===== src/rtl/kvs_ram.sv =====
// Simple dual-port synchronous RAM with one write port and a registered read port.
`timescale 1ns / 1ps
module kvs_ram #(
  parameter int DEPTH = 64,
  parameter int WIDTH = 32
) (
  input  logic                     clk,
  input  logic                     we,
  input  logic [$clog2(DEPTH)-1:0] waddr,
  input  logic [WIDTH-1:0]         wdata,
  input  logic [$clog2(DEPTH)-1:0] raddr,
  output logic [WIDTH-1:0]         rdata
);

  logic [WIDTH-1:0] mem [DEPTH];

  always_ff @(posedge clk) begin
    if (we) begin
      mem[waddr] <= wdata;
    end
  end

  always_ff @(posedge clk) begin
    rdata <= mem[raddr];
  end

endmodule


===== config.mk =====
export PLATFORM = sky130hd
export DESIGN_NAME = kvs_ram
export DESIGN_NICKNAME = d
export VERILOG_FILES = /design/src/rtl/kvs_ram.sv
export SDC_FILE = /design/constraint.sdc
export NUM_CORES = 2
export LEC_CHECK = 0
export BUFFER_PORTS_ARGS = -buffer_cell sky130_fd_sc_hd__buf_4
export CAP_MARGIN = 25
export CORE_UTILIZATION = 25
export CTS_BUF_LIST = sky130_fd_sc_hd__clkbuf_8
export DETAILED_ROUTE_END_ITERATION = 8
export PLACE_DENSITY_LB_ADDON = 0.15
export SLEW_MARGIN = 20
export SYNTH_ARGS = -nofsm -noshare
export SYNTH_HDL_FRONTEND = slang
export SYNTH_SLANG_ARGS = --single-unit

===== constraint.sdc =====
create_clock -name clk -period 4.7 [get_ports clk]
set_input_delay 0.94 -clock clk [delete_from_list [all_inputs] [get_ports clk]]
set_output_delay 0.94 -clock clk [all_outputs]
set_load 0.02 [all_outputs]

==> results.json <==
{
  "status": "finished clean",
  "synth_cell_types": 34,
  "syn2layout_area_growth_pct": 17.4,
  "grt_start_max_net_pins": 65,
  "finish.net_count": 3834,
  "ctsHoldBuffers": 0,
  "maxCapViolations": 0,
  "p_per_area_nw_per_um2": 409,
  "viasPerCell": 4.58,
  "grt_pass1_wl_um": 340000,
  "r2r_end": "rdata[18]",
  "cts_tree": "built",
  "cts_setup_buffers": 0,
  "synth_most_common_cell": "edfxtp_1",
  "dr.pass1.iters": 7,
  "r2r_cells": 6,
  "ff2ff_setup_slack_ns": 2.19,
  "place_inst": 7565,
  "dpl.hpwl_um": 138000,
  "overflow": 0,
  "rsz0062_at_grt": "no",
  "synth_edf_count": 2048,
  "hp-class": "in2reg",
  "worst_pin_slew_ns": 1.03,
  "layout-drive-gt1-share_pct": 32.5,
  "antenna_found_initial": 33,
  "clockRootBuffer": "clkbuf_8",
  "yosysWarnings": 0,
  "drv_slew": 0,
  "hold_viol_final": 0,
  "min_period_over_period_pct": 66.7,
  "die_width_um": 562,
  "synth_common_cells": "edfxtp_1, mux4_2, nor2_1",
  "worstPathRequired_ns": 5.51,
  "syn-instance-count": 3324,
  "drt_wl_total_um": 249000,
  "die_area_um2": 316000,
  "start_kind": "input pin",
  "crit_path_max_fanout": 45,
  "yosys.area.top_type_share_pct": 78.3,
  "clockBufferDepth": 4,
  "holdPathEnd": "mem[40][9]",
  "hold-path-cell-count": 1,
  "hold_start": "wdata[9]",
  "crit_type": "in2reg",
  "synth_nets": 3370,
  "async_flop_share_pct": 0,
  "die_h_um": 562,
  "ant_nets": 0,
  "clk_pin_slew_worst_paths_ns": 0.06,
  "ir_drop_uv": 208,
  "initial_core_util_pct": 25.2,
  "clk_latency_ns": 0.97,
  "cts-resized-gates": 0,
  "setup_tns_ns": 0,
  "setup_viol": 0,
  "p_leak_nw": 28.6,
  "clkSinkCount": 2080,
  "relSlewSlack_pct": 31.2,
  "r2r-start": "mem[63][18]",
  "port_buffers": 77,
  "yosysTopAreaCell": "edfxtp_1",
  "fp-row-count": 205,
  "ios": 78,
  "synth_seq_area_share_pct": 79.1,
  "core-area_um2": 312000,
  "grt_pass1_vias": 39700,
  "syn_area_um2": 78500,
  "fin_worst_skew_ns": 0.0479,
  "numCtsBuffers": 361,
  "cp.arrival_ns": 3.95,
  "htreeDepth": 5,
  "final_cells": 8214,
  "synth.area.top_cells": "edfxtp_1, mux4_2, mux2i_1, dfxtp_1, o22ai_1",
  "num_vias": 37600,
  "place_congestion": 0.726,
  "dr.first_iter.drc_count": 3414,
  "max_freq_mhz": 319,
  "track_usage_pct": 15.6,
  "syn-mean-instance-area_um2": 23.6,
  "worst_setup_path_end_kind": "flop",
  "post_drt_wl_per_cell_um": 30.3,
  "ys_ff_latch": 2080,
  "synthFlopType": "edfxtp_1",
  "drc": 0,
  "final_util_pct": 29.5,
  "min_period_ns": 3.14,
  "fillCellCount": 30300
}
-- registers in the layout (all words and copies together) (netlist names) --
register	cells
mem	2048
rdata	32
-- area by class of cell --
| cell class | instances | area, µm² | area share [%] |
|---|---|---|---|
| Sequential cell | 2080 | 62100 | 67.4 |
| Multi-Input combinational cell | 1062 | 16000 | 17.3 |
| Clock buffer | 379 | 5220 | 5.66 |
| Tap cell | 4140 | 5180 | 5.62 |
| Timing Repair Buffer | 283 | 2560 | 2.78 |
| Clock inverter | 254 | 1050 | 1.14 |
| Antenna cell | 16 | 40.0 | 0.0434 |
-- worst max path at each step --
stage	startpoint	endpoint	slack, ns	cells after the start
4_1_cts	rdata[27]	rdata[27]	1.59	1
6_report	raddr[1]	rdata[15]	1.56	7
3_5_place_dp	raddr[1]	rdata[15]	0.61	7
3_3_place_gp	raddr[1]	rdata[18]	0.57	8
5_1_grt	raddr[1]	rdata[15]	1.55	7
2_1_floorplan	waddr[3]	mem[48][0]	0.60	4
-- stage by stage --
stage | setup slack, ns | instance area (µm²) | hold WS, ns | power, mW
2_1_floorplan | 0.600 | 78500 | 0.663 | 22.0
3_3_place_gp | 0.570 | 85800 | 0.728 | 23.3
3_5_place_dp | 0.614 | 85800 | 0.760 | 23.3
4_1_cts | 1.59 | 92100 | 0.314 | 38.3
5_1_grt | 1.55 | 92100 | 0.364 | 39.1
6_report | 1.56 | 92200 | 0.416 | 37.7
-- layer usage --
metal | up-vias | part of all wire (%) | GRT usage (%)
met5 | - | 0.014 | 0
met4 | 4 | 2.8 | 4.66
met3 | 391 | 5.0 | 2.40
met2 | 1060 | 47 | 25.3
met1 | 20900 | 45 | 21.6
li1 | 15300 | - | -
-- where the power goes --
group / leakage, nW / internal [mW] / switching, mW
clock: 3.71 / 7.42 / 7.45
sequential: 18.7 / 20.5 / 0.0959
combinational: 6.22 / 0.772 / 1.40
-- cell families (layout without fill, tap and decap cells) --
family	after synthesis	in the layout	synth area share, %
AOI/OAI and AO/OA	202	202	1.67
buffers and inverters	182	916	1.13
DFF	2080	2080	79.1
muxes	637	637	16.8
other	0	16	0
and+or+nand+nor	223	223	1.27
-- worst max-delay path, cell delays in order --
cell and delay [ns]:
buf_8 0.51, buf_12 0.38, buf_4 0.26, mux4_2 0.32, mux4_2 0.52, o22ai_1 0.75
nor2_1 0.13
-- cells in the final DEF, fill, tap and decap left out, types with 2 or more instances in the layout --
cell,synthesis,final
clkinvlp_4,0,8
nand3b_1,5,5
nor2_4,0,62
nand3_1,5,5
nor2b_1,15,15
a21oi_1,62,62
nand2b_1,8,7
buf_4,25,246
edfxtp_1,2048,2048
or2_2,1,2
or3_1,3,3
clkinv_1,0,74
inv_6,0,3
a311oi_1,8,8
or3b_2,3,3
a41o_1,4,4
o32ai_1,4,4
nor3_1,7,5
dfxtp_1,32,32
clkinv_2,0,31
and3_1,4,4
mux2i_1,93,93
clkbuf_8,0,379
or3b_1,2,2
nor3_2,0,2
mux4_2,544,544
buf_8,0,4
a22oi_1,12,12
diode_2,0,16
o22ai_1,84,84
o221ai_1,27,27
inv_1,0,136
nand2_1,26,26
buf_12,0,32
nand4_1,2,2
inv_8,0,2
nor2_1,137,75
and2_1,2,2
Power figures use the tool's default switching activity.
