`src/rtl/kvs_pkg.sv`:
```
// Shared types, codes and defaults for the key-value store.
`timescale 1ns / 1ps
package kvs_pkg;

  localparam int CAPACITY_DEF = 64;
  localparam int DATA_W       = 32;

  localparam logic [1:0] CMD_LOOKUP = 2'd0;
  localparam logic [1:0] CMD_INSERT = 2'd1;
  localparam logic [1:0] CMD_REKEY  = 2'd2;

  localparam logic [1:0] ST_OK   = 2'd0;
  localparam logic [1:0] ST_MISS = 2'd1;
  localparam logic [1:0] ST_FULL = 2'd2;

  typedef struct packed {
    logic [1:0]               cmd;
    logic signed [DATA_W-1:0] key;
    logic signed [DATA_W-1:0] value;
    logic signed [DATA_W-1:0] new_key;
  } req_t;

  typedef struct packed {
    logic [1:0]               status;
    logic signed [DATA_W-1:0] read_value;
  } rsp_t;

  typedef struct packed {
    logic signed [DATA_W-1:0] key;
    logic signed [DATA_W-1:0] value;
  } kv_word_t;

endpackage

```
`src/rtl/kvs_seq.sv`:
```
// Command sequencer: scans the recency list, rebuilds it in the spare bank and updates entries.
`timescale 1ns / 1ps
module kvs_seq #(
  parameter int CAPACITY = kvs_pkg::CAPACITY_DEF
) (
  input  logic                        clk,
  input  logic                        rst_n,
  input  logic                        start,
  input  kvs_pkg::req_t               req,
  output logic                        idle,
  output logic                        done,
  input  logic                        take,
  output kvs_pkg::rsp_t               rsp,
  output logic                        ord_we,
  output logic [$clog2(CAPACITY):0]   ord_waddr,
  output logic [$clog2(CAPACITY)-1:0] ord_wdata,
  output logic [$clog2(CAPACITY):0]   ord_raddr,
  input  logic [$clog2(CAPACITY)-1:0] ord_rdata,
  output logic                        kv_we,
  output logic [$clog2(CAPACITY)-1:0] kv_waddr,
  output kvs_pkg::kv_word_t           kv_wdata,
  output logic [$clog2(CAPACITY)-1:0] kv_raddr,
  input  kvs_pkg::kv_word_t           kv_rdata
);

  import kvs_pkg::*;

  localparam int AW = $clog2(CAPACITY);
  localparam int CW = $clog2(CAPACITY + 1);

  typedef enum logic [1:0] {S_IDLE, S_SCAN, S_WRITE, S_DONE} state_t;

  state_t                   state_r;
  logic                     bank_r;
  logic [CW-1:0]            count_r;
  logic [CW-1:0]            rd_pos_r;
  logic                     v1_r;
  logic [AW-1:0]            pos1_r;
  logic                     v2_r;
  logic [AW-1:0]            pos2_r;
  logic [AW-1:0]            slot2_r;
  logic                     found_r;
  logic [AW-1:0]            hit_slot_r;
  logic signed [DATA_W-1:0] hit_val_r;
  req_t                     req_r;
  rsp_t                     rsp_r;

  logic match;
  logic full;
  logic issue;

  assign match = v2_r && !found_r && (kv_rdata.key == req_r.key);
  assign full  = (count_r == CW'(CAPACITY));
  assign issue = (rd_pos_r != count_r);

  assign ord_raddr = {bank_r, rd_pos_r[AW-1:0]};
  assign kv_raddr  = ord_rdata;

  assign idle = (state_r == S_IDLE);
  assign done = (state_r == S_DONE);
  assign rsp  = rsp_r;

  // The rebuilt list goes to the spare bank: entries ahead of the match move down by one,
  // the match goes to the front and the rest keep their place.
  always_comb begin
    ord_we    = 1'b0;
    ord_waddr = {~bank_r, {AW{1'b0}}};
    ord_wdata = slot2_r;
    if (state_r == S_SCAN && v2_r) begin
      ord_we = 1'b1;
      if (found_r) begin
        ord_waddr = {~bank_r, pos2_r};
      end else if (!match) begin
        ord_waddr = {~bank_r, pos2_r + AW'(1)};
      end
    end else if (state_r == S_WRITE && req_r.cmd == CMD_INSERT && !found_r && !full) begin
      ord_we    = 1'b1;
      ord_wdata = count_r[AW-1:0];
    end
  end

  always_comb begin
    kv_we          = 1'b0;
    kv_waddr       = hit_slot_r;
    kv_wdata.key   = req_r.key;
    kv_wdata.value = req_r.value;
    if (state_r == S_WRITE) begin
      if (req_r.cmd == CMD_INSERT) begin
        if (found_r) begin
          kv_we = 1'b1;
        end else if (!full) begin
          kv_we    = 1'b1;
          kv_waddr = count_r[AW-1:0];
        end
      end else if (req_r.cmd == CMD_REKEY && found_r) begin
        kv_we          = 1'b1;
        kv_wdata.key   = req_r.new_key;
        kv_wdata.value = hit_val_r;
      end
    end
  end

  always_ff @(posedge clk) begin
    if (!rst_n) begin
      state_r <= S_IDLE;
      bank_r  <= 1'b0;
      count_r <= '0;
      v1_r    <= 1'b0;
      v2_r    <= 1'b0;
      found_r <= 1'b0;
    end else begin
      unique case (state_r)
        S_IDLE: begin
          if (start) begin
            req_r    <= req;
            rd_pos_r <= '0;
            v1_r     <= 1'b0;
            v2_r     <= 1'b0;
            found_r  <= 1'b0;
            state_r  <= S_SCAN;
          end
        end
        S_SCAN: begin
          v1_r    <= issue;
          pos1_r  <= rd_pos_r[AW-1:0];
          v2_r    <= v1_r;
          pos2_r  <= pos1_r;
          slot2_r <= ord_rdata;
          if (issue) begin
            rd_pos_r <= rd_pos_r + CW'(1);
          end
          if (match) begin
            found_r    <= 1'b1;
            hit_slot_r <= slot2_r;
            hit_val_r  <= kv_rdata.value;
          end
          if (!issue && !v1_r && !v2_r) begin
            state_r <= S_WRITE;
          end
        end
        S_WRITE: begin
          unique case (req_r.cmd)
            CMD_LOOKUP: begin
              rsp_r.status     <= found_r ? ST_OK : ST_MISS;
              rsp_r.read_value <= found_r ? hit_val_r : '1;
            end
            CMD_INSERT: begin
              rsp_r.status     <= (!found_r && full) ? ST_FULL : ST_OK;
              rsp_r.read_value <= '0;
              if (!found_r && !full) begin
                count_r <= count_r + CW'(1);
                bank_r  <= ~bank_r;
              end
            end
            CMD_REKEY: begin
              rsp_r.status     <= found_r ? ST_OK : ST_MISS;
              rsp_r.read_value <= '0;
              if (found_r) begin
                bank_r <= ~bank_r;
              end
            end
            default: begin
              rsp_r.status     <= ST_OK;
              rsp_r.read_value <= '0;
            end
          endcase
          state_r <= S_DONE;
        end
        S_DONE: begin
          if (take) begin
            state_r <= S_IDLE;
          end
        end
        default: state_r <= S_IDLE;
      endcase
    end
  end

endmodule

```
`config.mk`:
```
export PLATFORM = sky130hd
export DESIGN_NAME = kvs_seq
export DESIGN_NICKNAME = d
export VERILOG_FILES = /design/src/rtl/kvs_pkg.sv /design/src/rtl/kvs_seq.sv
export SDC_FILE = /design/constraint.sdc
export NUM_CORES = 1
export LEC_CHECK = 0
export BUFFER_PORTS_ARGS = -buffer_cell sky130_fd_sc_hd__buf_2
export CELL_PAD_IN_SITES_DETAIL_PLACEMENT = 1
export CELL_PAD_IN_SITES_GLOBAL_PLACEMENT = 1
export CORE_ASPECT_RATIO = 0.8
export CORE_UTILIZATION = 43
export DETAILED_ROUTE_END_ITERATION = 16
export PLACE_DENSITY = 0.87
export SETUP_SLACK_MARGIN = 0.5
export SYNTH_ARGS = -nofsm -noshare
export SYNTH_HDL_FRONTEND = slang
export SYNTH_SLANG_ARGS = --single-unit
```
`constraint.sdc`:
```
create_clock -name clk -period 7.7 [get_ports clk]
set_clock_uncertainty 0.15 [all_clocks]
set_input_delay 0 -clock clk [delete_from_list [all_inputs] [get_ports clk]]
set_output_delay 0 -clock clk [all_outputs]
set_load 0.05 [all_outputs]
```
==> metrics.txt <==
# TYPE chip_impl_metric gauge
chip_impl_metric{name="cts.sinks",unit=""} 208
chip_impl_metric{name="area_share_of_the_leading_cell_type_in_the_synthesized_netlist",unit="%"} 67.8
chip_impl_metric{name="stdcell_count",unit=""} 1302
chip_impl_metric{name="reg2reg_depth",unit=""} 4
chip_impl_metric{name="xor_xnor_portion_of_the_synthesized_cell_area",unit="%"} 5.76
chip_impl_metric{name="drt-wirelength-per-cell",unit="um"} 23.5
chip_impl_info{name="min_delay_worst_endpoint",value="req_r[75]"} 1
chip_impl_metric{name="num_vias",unit=""} 6745
chip_impl_metric{name="globalplace.congestion",unit=""} 0.784
chip_impl_metric{name="grtUsageTotal",unit="%"} 29.4
chip_impl_metric{name="holdBufCountCts",unit=""} 141
chip_impl_info{name="type_of_the_tightest_min_delay_check",value="in -> reg"} 1
chip_impl_metric{name="worst_skew_pair.late_latency",unit="ps"} 500
chip_impl_info{name="run_status",value="completed"} 1
chip_impl_info{name="critical_path.reg2reg.startpoint",value="state_r[1]"} 1
chip_impl_metric{name="cts_setup_buffers",unit=""} 0
chip_impl_metric{name="cap_viol_max_count",unit=""} 0
chip_impl_info{name="critPathCaptureType",value="output port"} 1
chip_impl_metric{name="number_of_antenna_violations_at_the_first_check_in_global_routing",unit=""} 3
chip_impl_metric{name="synthesis.area_per_instance",unit="um2"} 14.5
chip_impl_metric{name="synth_cell_types",unit=""} 47
chip_impl_metric{name="drtAntennaViolNets",unit=""} 0
chip_impl_metric{name="critical_path_maximum_fanout",unit=""} 96
chip_impl_info{name="cts_tree",value="built"} 1
chip_impl_metric{name="fin_setup_tns",unit="ps"} 0
chip_impl_metric{name="largest_net_degree_at_the_start_of_global_routing",unit=""} 97
chip_impl_metric{name="worst-slew-pin-transition",unit="ps"} 1160
chip_impl_metric{name="design.core.area",unit="mm2"} 0.0193
chip_impl_info{name="ys_top_cells_by_area",value="sky130_fd_sc_hd__edfxtp_1 68%, sky130_fd_sc_hd__mux2_2 4.6%, sky130_fd_sc_hd__xnor2_1 4.2%, sky130_fd_sc_hd__dfxtp_1 3.0%, sky130_fd_sc_hd__a21oi_1 2.1%"} 1
chip_impl_metric{name="io_buffer_count",unit=""} 305
chip_impl_metric{name="nNetsFinal",unit=""} 1210
chip_impl_metric{name="worst-endpoint-required",unit="ps"} 7550
chip_impl_metric{name="synth-edff-count",unit=""} 195
chip_impl_metric{name="relSlewSlack",unit="%"} 23.0
chip_impl_metric{name="h-tree-depth",unit=""} 1
chip_impl_metric{name="syn_area",unit="mm2"} 0.00864
chip_impl_metric{name="gr-total-overflow",unit=""} 0
chip_impl_metric{name="synth_fp_nets",unit=""} 776
chip_impl_metric{name="post_synth_fa_ha_maj_area_fraction",unit="%"} 1.30
chip_impl_metric{name="synth_sequential_area_ratio",unit="%"} 70.8
chip_impl_metric{name="firstDrtPassIters",unit=""} 5
chip_impl_metric{name="post_drt_via_cell_ratio",unit=""} 5.18
chip_impl_metric{name="finalCoreUtilization",unit="%"} 64.6
chip_impl_metric{name="floorplan.rows",unit=""} 45
chip_impl_metric{name="timing.critical_path.arrival",unit="ps"} 3520
chip_impl_metric{name="synth.ff_latch_count",unit=""} 208
chip_impl_metric{name="synth-simple-area-share",unit="%"} 6.57
chip_impl_metric{name="fin_crit_sh",unit="%"} 47.7
chip_impl_metric{name="synth-async-reset-ratio",unit="%"} 0
chip_impl_metric{name="grt_first_pass_wirelength",unit="um"} 45300
chip_impl_metric{name="min_delay_path_depth",unit=""} 2
chip_impl_metric{name="reg2reg_setup_slack",unit="ps"} 4200
chip_impl_metric{name="power_per_cell_area",unit="mW/mm2"} 285
chip_impl_metric{name="critPathMaxStageDelay",unit="ps"} 610
chip_impl_metric{name="cts_buffer_depth",unit=""} 3
chip_impl_info{name="timing.hold.worst.start",value="req[75]"} 1
chip_impl_metric{name="post_cts.resized_instances",unit=""} 0
chip_impl_info{name="synth_top_family_by_area",value="simple AND/OR/NAND/NOR gates"} 1
chip_impl_metric{name="area_growth",unit="%"} 44.4
chip_impl_metric{name="dr.first_iter.drc_count",unit=""} 463
chip_impl_info{name="synth_top_flop_cell",value="sky130_fd_sc_hd__edfxtp_1"} 1
chip_impl_metric{name="shortest_period_the_worst_path_allows",unit="ps"} 3670
chip_impl_info{name="netlist.top_cell.by_area",value="sky130_fd_sc_hd__edfxtp_1"} 1
chip_impl_metric{name="synth.area.mux_share",unit="%"} 4.95
chip_impl_info{name="critical_path.cell_chain",value="buf_4 -> inv_1 -> nor3b_1 -> nand2_4 -> o21ai_0 -> buf_2"} 1
chip_impl_metric{name="timing.final.max_slew_violations",unit=""} 0
chip_impl_info{name="kind_of_start_point_of_the_critical_path",value="flip-flop"} 1
chip_impl_metric{name="floorplan_die_area",unit="mm2"} 0.0207
chip_impl_metric{name="detailed_place_hpwl",unit="um"} 17300
chip_impl_metric{name="hold_viol_final",unit=""} 0
chip_impl_info{name="cpMaxStageDelayCell",value="sky130_fd_sc_hd__nand2_4"} 1
chip_impl_metric{name="ys.warnings.count",unit=""} 0
chip_impl_info{name="rr_endpoint",value="hit_val_r[19]"} 1
chip_impl_metric{name="ir_drop_worst_case_vdd",unit="uV"} 334
chip_impl_metric{name="wirelength",unit="um"} 30500
chip_impl_metric{name="compound_gate_fraction_of_synth_area",unit="%"} 6.37
chip_impl_metric{name="worst_setup_hold_path_clk_slew",unit="ps"} 60
chip_impl_info{name="rsz0062_at_grt",value="false"} 1
chip_impl_metric{name="highest_clock_rate",unit="GHz"} 0.272
chip_impl_metric{name="leak_pwr",unit="nW"} 5.11
chip_impl_metric{name="ioPinCount",unit=""} 306
chip_impl_metric{name="fin_hold_ws",unit="ps"} 58.0
chip_impl_metric{name="via_count_of_the_first_global_routing_pass",unit=""} 7675
chip_impl_metric{name="post_placement_cell_count",unit=""} 1122
chip_impl_metric{name="setup_viol_count_final",unit=""} 0
chip_impl_info{name="worst-setup-path-type",value="reg -> out"} 1
chip_impl_metric{name="horizontal_die_dimension",unit="um"} 160
chip_impl_metric{name="cts-buffers-inserted",unit=""} 22
chip_impl_metric{name="syn_inst",unit=""} 595
chip_impl_metric{name="die_h",unit="um"} 129
chip_impl_metric{name="drc_violations",unit=""} 0
chip_impl_metric{name="post_route_cells_drive_above_1_share",unit="%"} 37.4
chip_impl_metric{name="initial_standard_cell_utilization_of_the_core",unit="%"} 44.7
chip_impl_info{name="cts_root_buffer",value="sky130_fd_sc_hd__clkbuf_16"} 1
critical path, delay by kind of cell, from the launching register on:
family / cells / cell delay [ps]
AOI/OAI and AO/OA: 1 / 530
buffers and inverters: 3 / 1000
and+or+nand+nor: 2 / 1050
DFF: 1 / 310
state kept, by name (all words and copies together) (netlist names):
register and cells:
req_r 98, rsp 34, hit_val_r 32, count_r 7, rd_pos_r 7, hit_slot_r 6, pos1_r 6, pos2_r 6
slot2_r 6, state_r 2, bank_r 1, found_r 1, v1_r 1, v2_r 1
logic make-up after synthesis:
logic type      Yosys count
compound gates           91
xor+xnor                 56
fa+ha+maj                 9
buf+inv                  79
flops                   208
mux                      38
simple gates            114
area by class of cell:
type,count,area (um2)
clock buffer,25,583
timing repair buffer,448,2950
clock inverter,12,165
inverter,41,154
sequential,208,6120
antenna,2,5.00
fill,1965,6840
multi-input combinational,308,2180
tap,258,323
through the flow:
step	total power (W)	cell area, um2	worst slack [ps]
floorplan	0.00212	8640	3730
global placement	0.00230	10300	4360
detailed placement	0.00234	10300	4170
CTS	0.00352	12500	4040
global route	0.00366	12500	3770
finish	0.00355	12500	4030
synthesized netlist by cell type (all sizes together), types with 3 or more instances:
cell type	n
inv	41
a22o	4
nor3	6
dfxtp	13
nor2b	6
and3	3
clkbuf	16
nand2	47
buf	22
nand3	7
a21oi	38
o21ai	37
edfxtp	195
xnor2	42
ha	9
nor2	16
nand4	13
and2	6
xor2	14
mux2	38
per-layer routing:
metal	track usage [%]	part of all wire, %	up-vias
met1	30.9	36	3335
met3	6.03	6.5	77
met2	57.7	55	328
met4	10.6	3.3	2
met5	0	0.033	-
li1	-	-	3003
how the worst max path moves through the flow:
stage                     startpoint            end  slack (ps)  depth (start not counted)
final                        found_r    kv_wdata[1]        4030                          6
after CTS                    found_r    kv_wdata[1]        4040                          6
after global placement    state_r[1]  hit_val_r[15]        4360                          4
after floorplan           state_r[1]       req_r[0]        3730                          3
after global routing         found_r    kv_wdata[1]        3770                          6
after detailed placement  state_r[1]  hit_val_r[20]        4170                          4
layout by cell type (no fill, tap or decap), drive strengths merged, types with 2 or more instances in the layout:
cell	netlist	final
buf	22	307
edfxtp	195	195
dlygate4sd3	0	141
nand2	47	47
inv	41	42
xnor2	42	42
a21oi	38	38
mux2	38	38
o21ai	37	37
clkbuf	16	25
nor2	16	16
xor2	14	14
dfxtp	13	13
nand4	13	13
ha	9	9
nand3	7	7
nor3	6	6
nor2b	6	6
and2	6	6
clkinv	0	6
bufinv	0	4
a22o	4	4
and3	3	3
diode	0	2
nand2b	2	2
a21boi	2	2
o22ai	2	2
where the power goes:
part	internal, W	leakage [nW]	switching [W]
clock	0.000678	0.365	0.000460
combinational	0.000264	2.85	0.000630
sequential	0.00143	1.90	0.0000941
(Power assumes the default switching activity.)
